`config.mk`:
```
export PLATFORM = sky130hd
export DESIGN_NAME = positional_list_engine_top
export DESIGN_NICKNAME = d
export VERILOG_FILES = /design/src/rtl/core/ple_pkg.sv /design/src/rtl/core/positional_list_engine_top.sv
export SDC_FILE = /design/constraint.sdc
export NUM_CORES = 1
export LEC_CHECK = 0
export BUFFER_PORTS_ARGS = -buffer_cell sky130_fd_sc_hd__buf_2
export CAP_MARGIN = 5
export CORE_ASPECT_RATIO = 0.7
export CORE_MARGIN = 2
export CORE_UTILIZATION = 60
export CTS_CLUSTER_DIAMETER = 80
export CTS_CLUSTER_SIZE = 8
export DETAILED_ROUTE_END_ITERATION = 7
export HOLD_SLACK_MARGIN = 0.08
export PLACE_DENSITY = 0.79
export RECOVER_POWER = 25
export REMOVE_ABC_BUFFERS = 1
export SLEW_MARGIN = 20
export SYNTH_ARGS = -nofsm -noshare
export SYNTH_HDL_FRONTEND = slang
export SYNTH_SLANG_ARGS = --single-unit
```
`constraint.sdc`:
```
create_clock -name clock -period 7.3 [get_ports clock]
set_input_delay 2.19 -clock clock [delete_from_list [all_inputs] [get_ports clock]]
set_output_delay 2.19 -clock clock [all_outputs]
set_load 0.005 [all_outputs]
```
`src/rtl/core/ple_pkg.sv`:
```
// ----------------------------------------------------------------------------
// ple_pkg
// Transfer types and operation and status codes of the positional list engine.
// ----------------------------------------------------------------------------
package ple_pkg;

   localparam logic [2:0] KIND_INS_HEAD = 3'd0;
   localparam logic [2:0] KIND_INS_TAIL = 3'd1;
   localparam logic [2:0] KIND_INS_POS  = 3'd2;
   localparam logic [2:0] KIND_DEL_HEAD = 3'd3;
   localparam logic [2:0] KIND_DEL_TAIL = 3'd4;
   localparam logic [2:0] KIND_DEL_POS  = 3'd5;
   localparam logic [2:0] KIND_LIST     = 3'd6;

   localparam logic [1:0] STATUS_OK     = 2'd0;
   localparam logic [1:0] STATUS_EMPTY  = 2'd1;
   localparam logic [1:0] STATUS_BADPOS = 2'd2;
   localparam logic [1:0] STATUS_FULL   = 2'd3;

   typedef struct packed {
      logic [2:0]         kind;
      logic [5:0]         position;
      logic signed [31:0] value;
   } req_type;

   typedef struct packed {
      logic [1:0]         status;
      logic signed [31:0] value_res;
      logic [5:0]         index;
      logic [5:0]         length;
      logic               last;
   } rsp_type;

endpackage

```
`src/rtl/core/positional_list_engine_top.sv`:
```
// ----------------------------------------------------------------------------
// positional_list_engine_top
// Ordered list of signed 32-bit values held packed in one synchronous RAM.
// Inserts shift the entries from the slot to the tail up by one, then write the
// value; deletes shift the entries behind the removed slot down by one. Each then
// reports its status. Shifts move one entry per cycle. A list request presents its
// values in order, one value per cycle while the output is not stalled.
// One request is in progress at a time; the next is taken once it is done.
// Synchronous reset empties the list; the RAM contents are not cleared.
// ----------------------------------------------------------------------------
module positional_list_engine_top #(
   parameter int CAPACITY = 32
) (
   input  logic             clock,
   input  logic             reset,
   input  logic             req_valid,
   output logic             req_stall,
   input  ple_pkg::req_type req_data,
   output logic             rsp_valid,
   input  logic             rsp_stall,
   output ple_pkg::rsp_type rsp_data
);

   // Address width for the RAM and count width able to hold CAPACITY itself.
   localparam int AW = $clog2(CAPACITY);
   localparam int CW = $clog2(CAPACITY + 1);
   // Comparison width: wide enough for the count, position and one extra.
   localparam int XW = (CW > 6) ? CW + 1 : 7;

   typedef enum logic [2:0] {
      ST_IDLE,
      ST_INS_SHIFT,
      ST_INS_PUT,
      ST_DEL_SHIFT,
      ST_LIST_OUT,
      ST_REPORT
   } state_type;

   state_type        state_ff, state_in;
   logic [CW-1:0]    count_ff, count_in;
   logic [AW-1:0]    dst_ff, dst_in;
   logic [AW-1:0]    end_ff, end_in;
   logic [31:0]      value_ff, value_in;
   logic [1:0]       status_ff, status_in;
   ple_pkg::rsp_type rsp_ff, rsp_in;
   logic             rsp_valid_ff, rsp_valid_in;

   // The element RAM: one write port, one registered read port.
   logic [31:0]      mem [CAPACITY];
   logic [31:0]      rd_data_ff;
   logic [AW-1:0]    rd_addr;
   logic [XW-1:0]    rd_x;
   logic             wr_en;
   logic [AW-1:0]    wr_addr;
   logic [31:0]      wr_data;

   logic [XW-1:0]    cnt_x;
   logic [XW-1:0]    pos_x;
   logic [XW-1:0]    dst_x;
   logic [XW-1:0]    at_x;
   logic             out_free;
   logic             list_last;

   assign cnt_x     = XW'(count_ff);
   assign pos_x     = XW'(req_data.position);
   assign dst_x     = XW'(dst_ff);
   assign out_free  = !rsp_valid_ff || !rsp_stall;
   assign list_last = (dst_x + XW'(1)) == cnt_x;

   // Read addresses that fall past the end only occur on the final step of a
   // walk, where the data is never used; they are folded to entry zero.
   assign rd_addr   = (rd_x < XW'(CAPACITY)) ? AW'(rd_x) : '0;

   assign req_stall = (state_ff != ST_IDLE);
   assign rsp_valid = rsp_valid_ff;
   assign rsp_data  = rsp_ff;

   always_comb begin
      state_in     = state_ff;
      count_in     = count_ff;
      dst_in       = dst_ff;
      end_in       = end_ff;
      value_in     = value_ff;
      status_in    = status_ff;
      rsp_in       = rsp_ff;
      rsp_valid_in = rsp_valid_ff && rsp_stall;
      wr_en        = 1'b0;
      wr_addr      = dst_ff;
      wr_data      = rd_data_ff;
      rd_x         = '0;
      at_x         = '0;

      case (state_ff)
         ST_IDLE: begin
            if (req_valid) begin
               value_in = req_data.value;
               case (req_data.kind)
                  ple_pkg::KIND_INS_HEAD, ple_pkg::KIND_INS_TAIL,
                  ple_pkg::KIND_INS_POS: begin
                     if (req_data.kind == ple_pkg::KIND_INS_HEAD) begin
                        at_x = '0;
                     end else if (req_data.kind == ple_pkg::KIND_INS_TAIL) begin
                        at_x = cnt_x;
                     end else begin
                        at_x = pos_x - XW'(1);
                     end
                     // The position check takes precedence over the full check.
                     if (req_data.kind == ple_pkg::KIND_INS_POS &&
                         (pos_x == '0 || pos_x > cnt_x + XW'(1))) begin
                        status_in = ple_pkg::STATUS_BADPOS;
                        state_in  = ST_REPORT;
                     end else if (cnt_x == XW'(CAPACITY)) begin
                        status_in = ple_pkg::STATUS_FULL;
                        state_in  = ST_REPORT;
                     end else begin
                        status_in = ple_pkg::STATUS_OK;
                        end_in    = AW'(at_x);
                        if (at_x == cnt_x) begin
                           dst_in   = AW'(at_x);
                           state_in = ST_INS_PUT;
                        end else begin
                           // Shift from the tail downwards; fetch the last entry now.
                           dst_in   = AW'(cnt_x);
                           rd_x     = cnt_x - XW'(1);
                           state_in = ST_INS_SHIFT;
                        end
                     end
                  end
                  ple_pkg::KIND_DEL_HEAD, ple_pkg::KIND_DEL_TAIL,
                  ple_pkg::KIND_DEL_POS: begin
                     if (req_data.kind == ple_pkg::KIND_DEL_HEAD) begin
                        at_x = '0;
                     end else if (req_data.kind == ple_pkg::KIND_DEL_TAIL) begin
                        at_x = cnt_x - XW'(1);
                     end else begin
                        at_x = pos_x - XW'(1);
                     end
                     // The empty check takes precedence over the position check.
                     if (cnt_x == '0) begin
                        status_in = ple_pkg::STATUS_EMPTY;
                        state_in  = ST_REPORT;
                     end else if (req_data.kind == ple_pkg::KIND_DEL_POS &&
                                  (pos_x == '0 || pos_x > cnt_x)) begin
                        status_in = ple_pkg::STATUS_BADPOS;
                        state_in  = ST_REPORT;
                     end else begin
                        status_in = ple_pkg::STATUS_OK;
                        if (at_x == cnt_x - XW'(1)) begin
                           count_in = count_ff - CW'(1);
                           state_in = ST_REPORT;
                        end else begin
                           // Shift upwards from the removed slot; fetch its successor.
                           dst_in   = AW'(at_x);
                           rd_x     = at_x + XW'(1);
                           state_in = ST_DEL_SHIFT;
                        end
                     end
                  end
                  ple_pkg::KIND_LIST: begin
                     if (cnt_x == '0) begin
                        status_in = ple_pkg::STATUS_EMPTY;
                        state_in  = ST_REPORT;
                     end else begin
                        dst_in   = '0;
                        rd_x     = '0;
                        state_in = ST_LIST_OUT;
                     end
                  end
                  default: begin
                     // The unused code is taken and dropped without a result.
                  end
               endcase
            end
         end

         ST_INS_SHIFT: begin
            // Entry dst-1 was read last cycle; it moves up into dst.
            wr_en = 1'b1;
            if (dst_x == XW'(end_ff) + XW'(1)) begin
               dst_in   = end_ff;
               state_in = ST_INS_PUT;
            end else begin
               dst_in = dst_ff - AW'(1);
               rd_x   = dst_x - XW'(2);
            end
         end

         ST_INS_PUT: begin
            wr_en    = 1'b1;
            wr_data  = value_ff;
            count_in = count_ff + CW'(1);
            state_in = ST_REPORT;
         end

         ST_DEL_SHIFT: begin
            // Entry dst+1 was read last cycle; it moves down into dst.
            wr_en = 1'b1;
            if (dst_x + XW'(2) == cnt_x) begin
               count_in = count_ff - CW'(1);
               state_in = ST_REPORT;
            end else begin
               dst_in = dst_ff + AW'(1);
               rd_x   = dst_x + XW'(2);
            end
         end

         ST_LIST_OUT: begin
            // Keep the read address on the current entry until it is taken.
            rd_x = dst_x;
            if (out_free) begin
               rsp_valid_in     = 1'b1;
               rsp_in.status    = ple_pkg::STATUS_OK;
               rsp_in.value_res = rd_data_ff;
               rsp_in.index     = 6'(dst_x + XW'(1));
               rsp_in.length    = 6'(count_ff);
               rsp_in.last      = list_last;
               if (list_last) begin
                  state_in = ST_IDLE;
               end else begin
                  dst_in = dst_ff + AW'(1);
                  rd_x   = dst_x + XW'(1);
               end
            end
         end

         ST_REPORT: begin
            if (out_free) begin
               rsp_valid_in     = 1'b1;
               rsp_in.status    = status_ff;
               rsp_in.value_res = '0;
               rsp_in.index     = '0;
               rsp_in.length    = 6'(count_ff);
               rsp_in.last      = 1'b1;
               state_in         = ST_IDLE;
            end
         end

         default: begin
            state_in = ST_IDLE;
         end
      endcase
   end

   always_ff @(posedge clock) begin
      if (reset) begin
         state_ff     <= ST_IDLE;
         count_ff     <= '0;
         rsp_valid_ff <= 1'b0;
      end else begin
         state_ff     <= state_in;
         count_ff     <= count_in;
         rsp_valid_ff <= rsp_valid_in;
      end
      dst_ff    <= dst_in;
      end_ff    <= end_in;
      value_ff  <= value_in;
      status_ff <= status_in;
      rsp_ff    <= rsp_in;
   end

   always_ff @(posedge clock) begin
      if (wr_en) begin
         mem[wr_addr] <= wr_data;
      end
      rd_data_ff <= mem[rd_addr];
   end

endmodule

```
**After elaboration in Yosys (flattened, before gate mapping)**

Memories as Yosys holds them, arrays and structs flattened. A register that Yosys moved wholly into a read port is not among the register bits.
Index checks and enable logic that the tools add are counted.

- Reduce and logical (&&, ||, !) cells: 28
- Multiplexer cells: 75
- Order comparisons: 3
- $add $sub $neg: 12
- Bitwise operators: 2
- Equality and inequality tests: 37

Operators by type and width:

| cell | count |
|---|---|
| 2-to-1 mux 7 bit | 18 |
| 2-to-1 mux 47 bit | 2 |
| one-hot mux 47 bit (2 select lines) | 1 |
| 2-to-1 mux 5 bit | 13 |
| 2-to-1 mux 6 bit | 9 |
| 2-to-1 mux 3 bit | 11 |
| 2-to-1 mux 32 bit | 1 |
| one-hot mux 7 bit (4 select lines) | 1 |
| inequality test 2 bit, second input constant | 12 |
| == test 7 x 6 -> 1 bit | 3 |
| one-hot mux 5 bit (4 select lines) | 1 |
| inequality test 3 bit, second input constant | 6 |
| one-hot mux 3 bit (6 select lines) | 1 |
| one-hot mux 6 bit (3 select lines) | 1 |
| == test 3 bit, second input constant | 5 |
| one-hot mux 5 bit (3 select lines) | 1 |
| zero test 7 bit | 2 |
| one-hot mux 7 bit (2 select lines) | 1 |
| AND reduction 7 bit | 2 |
| subtractor 6 x 1 -> 7 bit, second input constant | 2 |
| adder 5 x 1 -> 6 bit, second input constant | 2 |
| == test 3 x 2 -> 1 bit, second input constant | 4 |
| 2-to-1 mux 2 bit | 6 |
| AND reduction 12 bit | 1 |
| 34 further kinds | 51 |

- Memory bits (writable): 1024
- Output and inout bits: 49
- Flip-flop bits (word level): 101
- Word-level logic and storage cells: 170
- Input bits: 45
- Memories kept: 1

Memory list:

| memory | words | bits a word | rd ports | clocked after memory_dff | wr ports | RTL line | source |
|---|---|---|---|---|---|---|---|
| mem | 32 | 32 | 1 | 1 | 1 | positional_list_engine_top.sv:49 | `logic [31:0] mem [CAPACITY];` |

**Depth between registers and ports, before layout**

- Word-level depth: 15
- Depth in mapped cells: 21
- Depth with buffers taken out: 16

**Worst setup path before layout**

Ideal clock, no wire load.

- Kind: input to register
- Start: input port req_data[32] in the netlist's numbering
- End: register rd_data_ff[30], read port of mem
- Arrival time: 5804 ps
- Stages: 16
- Library setup time: 138 ps
- Required time: 7162 ps
- Slack: 1358 ps
- Path buffers: 2
- Cell sequence: clkbuf_1 inv_1 ha_1 nor3b_1 xnor2_1 o22a_1 a221oi_2 or4_4 nand3_4 o211ai_4 or3_1 buf_2 o221a_2 a2111oi_2 nor4b_2 a211oi_1

- Longest elaborated chain between the ends: 15
- Elaborated cells on any way between the ends: 32
- Classes of those cells: add/sub (2); order compare (3); eq/ne (2); mux (20); reduce/logical (5)

Ends and longest elaborated chain:

| what | RTL line | source |
|---|---|---|
| start: declaration | positional_list_engine_top.sv:18 | `input ple_pkg::req_type req_data,` |
| subtractor 6 x 1 -> 7 bit | positional_list_engine_top.sv:105, positional_list_engine_top.sv:136 |  |
| 2-to-1 mux 7 bit, on equally long branches | positional_list_engine_top.sv:133, positional_list_engine_top.sv:102 |  |
| 2-to-1 mux 7 bit, on equally long branches | positional_list_engine_top.sv:131, positional_list_engine_top.sv:100 |  |
| 2-to-1 mux 7 bit | positional_list_engine_top.sv:97 | `case (req_data.kind)` |
| 2-to-1 mux 7 bit | positional_list_engine_top.sv:95 | `if (req_valid) begin` |
| 2-to-1 mux 7 bit | positional_list_engine_top.sv:93 | `case (state_ff)` |
| adder 7 x 1 -> 7 bit, or another cell as far along | positional_list_engine_top.sv:154 | `rd_x = at_x + XW'(1);` |
| 2-to-1 mux 7 bit, on equally long branches | positional_list_engine_top.sv:148, positional_list_engine_top.sv:118 |  |
| 2-to-1 mux 7 bit, on equally long branches | positional_list_engine_top.sv:142, positional_list_engine_top.sv:112 |  |
| 2-to-1 mux 7 bit, on equally long branches | positional_list_engine_top.sv:139, positional_list_engine_top.sv:108 |  |
| one-hot mux 7 bit (2 select lines) * | positional_list_engine_top.sv:97 |  |
| 2-to-1 mux 7 bit * | positional_list_engine_top.sv:95 |  |
| one-hot mux 7 bit (4 select lines) * | positional_list_engine_top.sv:93 |  |
| < comparator 7 x 6 -> 1 bit | positional_list_engine_top.sv:72 | `assign rd_addr = (rd_x < XW'(CAPACITY)) ? AW'(rd_x) : '0;` |
| 2-to-1 mux 5 bit * | positional_list_engine_top.sv:72 |  |
| end: declaration | positional_list_engine_top.sv:50 | `logic [31:0] rd_data_ff;` |

Mark *: on every way between the ends. The rest lies on a longest branch, timed or not. The select of a mux whose other input is x is not followed.
A chain may end at the register's enable or synchronous reset.

**Worst setup path after layout**

- Start: register count_ff[3]
- End: register rd_data_ff[19], read port of mem

- Longest elaborated chain between the ends: 15
- Elaborated cells on any way between the ends: 39
- Classes of those cells: add/sub (3); order compare (3); eq/ne (5); mux (23); reduce/logical (5)

Ends and longest elaborated chain:

| what | RTL line | source |
|---|---|---|
| start: declaration | positional_list_engine_top.sv:40 | `logic [CW-1:0] count_ff, count_in;` |
| start signal: assignment | positional_list_engine_top.sv:251 | `count_ff <= count_in;` |
| subtractor 6 x 1 -> 7 bit | positional_list_engine_top.sv:124, positional_list_engine_top.sv:134, positional_list_engine_top.sv:148 |  |
| 2-to-1 mux 7 bit | positional_list_engine_top.sv:133 | `end else if (req_data.kind == ple_pkg::KIND_DEL_TAIL) begin` |
| 2-to-1 mux 7 bit | positional_list_engine_top.sv:131 | `if (req_data.kind == ple_pkg::KIND_DEL_HEAD) begin` |
| 2-to-1 mux 7 bit | positional_list_engine_top.sv:97 |  |
| 2-to-1 mux 7 bit | positional_list_engine_top.sv:95 |  |
| 2-to-1 mux 7 bit | positional_list_engine_top.sv:93 |  |
| adder 7 x 1 -> 7 bit or == test 7 bit (tied branches) | positional_list_engine_top.sv:154, positional_list_engine_top.sv:148 |  |
| 2-to-1 mux 7 bit | positional_list_engine_top.sv:148 | `if (at_x == cnt_x - XW'(1)) begin` |
| 2-to-1 mux 7 bit | positional_list_engine_top.sv:142 | `end else if (req_data.kind == ple_pkg::KIND_DEL_POS &&` |
| 2-to-1 mux 7 bit | positional_list_engine_top.sv:139 | `if (cnt_x == '0) begin` |
| one-hot mux 7 bit (2 select lines) | positional_list_engine_top.sv:97 |  |
| 2-to-1 mux 7 bit | positional_list_engine_top.sv:95 |  |
| one-hot mux 7 bit (4 select lines) * | positional_list_engine_top.sv:93 |  |
| < comparator 7 x 6 -> 1 bit | positional_list_engine_top.sv:72 |  |
| 2-to-1 mux 5 bit * | positional_list_engine_top.sv:72 |  |

Marked as above.

==> summary.json <==
{
  "status": {
    "outcome": "finished with violations",
    "failed_checks": "capacitance limit, slew limit"
  },
  "route": {
    "ant_nets": 0,
    "routed_wl_um": 134000,
    "drc": 0,
    "dr_vias": 30183,
    "dr.first_iter.drc_count": 4724,
    "route.detailed.wl_per_inst_um": 31.1,
    "first_pass_iters": 6,
    "detail_route.vias_per_cell": 7.01
  },
  "worst_setup_path": {
    "worst_ep_arrival_time_ns": 7.15,
    "cp_cell_sequence": "clkbuf_1, inv_1, ha_1, and4_1, o21a_1, o311ai_1, a31oi_1, nor2_1, nand3_4, o21ba_4, or3_4, buf_12, buf_4, o221ai_1, a41oi_1, nor4_1, a21oi_1",
    "worstSetupPathType": "reg2reg",
    "critical_path.max_fanout": 51,
    "slowest_delay_ns": 0.93,
    "timing.critical_path.from_type": "register",
    "worstPathRequired_ns": 7.90,
    "r2r.worst_path.cells": 17,
    "cp-end-kind": "register",
    "slowest_stage": "clkbuf_1"
  },
  "hold_path": {
    "cell_depth_of_the_worst_hold_path": 1,
    "holdCritPathClass": "reg2reg"
  },
  "timing": {
    "totalNegativeSetupSlack_ns": 0,
    "timing.final.hold_violations": 0,
    "final_setup_margin_ns": 0.750,
    "max_clock_freq_mhz": 153,
    "final.period_utilization_pct": 89.7,
    "rsz0062_at_grt": "false",
    "min_period_ns": 6.55,
    "timing_worst_slew_pin_value_ns": 3.80,
    "fin_worst_skew_ns": 0.0281,
    "setup_violations": 0,
    "max_slew_margin_pct": -153,
    "finalMaxSlewViolations": 67,
    "min_hold_slack_ns": 0.520
  },
  "placed_design": {
    "buffer_ports.inserted": 93,
    "dp_cells": 4018,
    "dp_slack_ns": 0.334,
    "placed_cell_area_sq_mm": 0.0486,
    "hpwl_um": 67400,
    "gp_routability_congestion": 0.927
  },
  "synth": {
    "synth.yosys.seq_area_share_pct": 73.9,
    "postSynth.topFlopCell": "edfxtp_1",
    "synthDistinctLibCells": 95,
    "netlist_top_cells_area": "edfxtp_1, o221ai_1, mux2i_1, nand2_1, dfxtp_1",
    "synthesis.area_per_instance_sq_um": 15.6,
    "number_of_flops_mapped_to_enable_cells_by_yosys": 1115,
    "synth_seq_cells": 1157,
    "syn_area_sq_mm": 0.0465,
    "syn-instance-count": 2973,
    "post-synth-top-area-cell": "edfxtp_1",
    "synth-warning-count": 0,
    "asyncSetResetFlopFracSynth_pct": 0,
    "post-synth-top-area-fraction_pct": 72.1
  },
  "cells_and_area": {
    "areaGrowthSynthToFinish_pct": 14.8,
    "filler_cell_count": 4745,
    "stdcell_area_sq_mm": 0.0534,
    "drive_gt1_share_pct": 14.6,
    "highest_count_cells_in_the_layout_ignoring_fill_and_taps": "edfxtp_1, nand2_1, o221ai_1",
    "area_of_the_multi_input_gates_sq_mm": 0.0115,
    "fin_cells": 4306,
    "ff_latch_area_sq_mm": 0.0343,
    "final_common_cell": "edfxtp_1",
    "nNetsFinal": 3215,
    "antenna_cells": 0
  },
  "flow_run": {
    "maxCapViolCount": 2
  },
  "cts": {
    "clkLatencyLatePin_ns": 0.75,
    "ctsResizeCount": 0,
    "clk_transition_reported_paths_ns": 0.05,
    "cts-hold-fix-buffers": 0,
    "clock_sinks": 1157,
    "ctsRootBufferMaster": "clkbuf_16",
    "maximum_number_of_buffers_from_clock_root_to_sink": 3,
    "cts-buffers-inserted": 163,
    "clock_tree_from_tritoncts": "done",
    "cts.repair_timing.setup_buffer_count": 0,
    "maximum_level_of_the_cts_h_tree": 4
  },
  "global_routing": {
    "first_pass_grt_wire_length_um": 195000,
    "globalRoute.totalOverflow": 0,
    "grt_max_degree": 90,
    "grt_util_all_layers_pct": 33.6,
    "antenna_found_initial": 2,
    "first_global_vias": 30271
  },
  "die": {
    "total_die_area_sq_mm": 0.0797,
    "initial_core_util_pct": 60.5,
    "num_rows": 85,
    "die_height_um": 237,
    "io-pin-count": 94,
    "core_area_sq_mm": 0.0768,
    "die-width_um": 337
  },
  "pwr": {
    "power.leakage_nw": 17.6,
    "cellPowerDensity_mw_per_mm2": 541,
    "power.ir.vdd_worst_v": 0.000544
  }
}
==> registers in the layout, indices dropped and copies added, names as in the netlist <==
name	flops
count_ff	6
dst_ff	5
end_ff	5
mem	1024
rd_data_ff	32
rsp_data	47
rsp_valid	1
state_ff	3
status_ff	2
value_ff	32
==> cells by family (layout without fill, tap and decap cells) <==
family	after synthesis	after routing	share of synthesized area (%)
buf+inv	210	499	2.07
mux	201	201	4.43
compound gates	722	722	11.7
simple gates	605	605	6.17
xor+xnor	47	47	0.932
fa+ha+maj	31	31	0.851
flops	1157	1157	73.9
==> Yosys cell counts (7+ instances only) <==
master and number:
a211oi_1 11, and3_1 8, o21ai_0 62, nor2_1 79, nor3_1 16, mux2_2 38
a41oi_1 32, inv_1 23, a21o_1 7, mux2i_1 163, nor4_1 67, dfxtp_1 42
clkbuf_1 98, buf_2 56, or3_1 8, nand2_1 313, buf_1 15, nand3_1 23
a21oi_1 162, o22ai_1 102, buf_6 11, xor2_1 14, and2_1 40, o221ai_2 32
o221ai_1 222, xnor2_1 31, ha_1 30, edfxtp_1 1115
==> per-layer routing <==
layer	global-route usage, %	vias up	part of all wire [%]	wire, um
met3	9.71	456	15	19500
met2	49.6	2517	45	59700
li1	-	12388	-	-
met5	0	-	0.0097	13
met1	47.0	14820	37	49000
met4	14.7	2	4.1	5490
==> report_power, final <==
group	leakage (nW)	switching, mW	internal (mW)	total [mW]
combinational	4.95	8.64	3.77	12.4
clock	2.29	2.74	4.33	7.08
sequential	10.3	0.338	9.04	9.37
==> area by class of cell <==
class | instances | share of cell area [%]
inverter | 25 | 0.176
tap | 1044 | 2.45
timing repair buffer | 186 | 2.49
clock inverter | 10 | 0.295
sequential | 1157 | 64.3
clock buffer | 278 | 8.73
multi-input combinational | 1606 | 21.5
==> through the flow <==
stage | util, % | total power, mW
3_3_place_gp | 63.3 | 20.8
6_report | 69.5 | 28.9
5_1_grt | 69.5 | 29.8
4_1_cts | 69.5 | 28.5
3_5_place_dp | 63.3 | 21.3
2_1_floorplan | - | 16.4
==> worst max-delay path, delay by kind of cell (launching register included) <==
family / cells / cell delay, ns
compound gates: 7 / 1.89
fa+ha+maj: 1 / 0.48
buf+inv: 4 / 1.99
simple gates: 5 / 1.67
flops: 1 / 0.31
==> path summary, 6_finish.rpt <==
check | startpoint | end | slack [ns]
worst max-delay path | count_ff[3]$_SDFFE_PP0P_ | rd_data_ff[19]$_DFF_P_ | 0.75
worst min-delay path | rd_data_ff[14]$_DFF_P_ | rsp_data[27]$_SDFFCE_PN0P_ | 0.52
worst max register to register | count_ff[3]$_SDFFE_PP0P_ | rd_data_ff[19]$_DFF_P_ | 0.75
worst min register to register | rd_data_ff[14]$_DFF_P_ | rsp_data[27]$_SDFFCE_PN0P_ | 0.52
No activity file was read; power rests on OpenSTA's default activity.
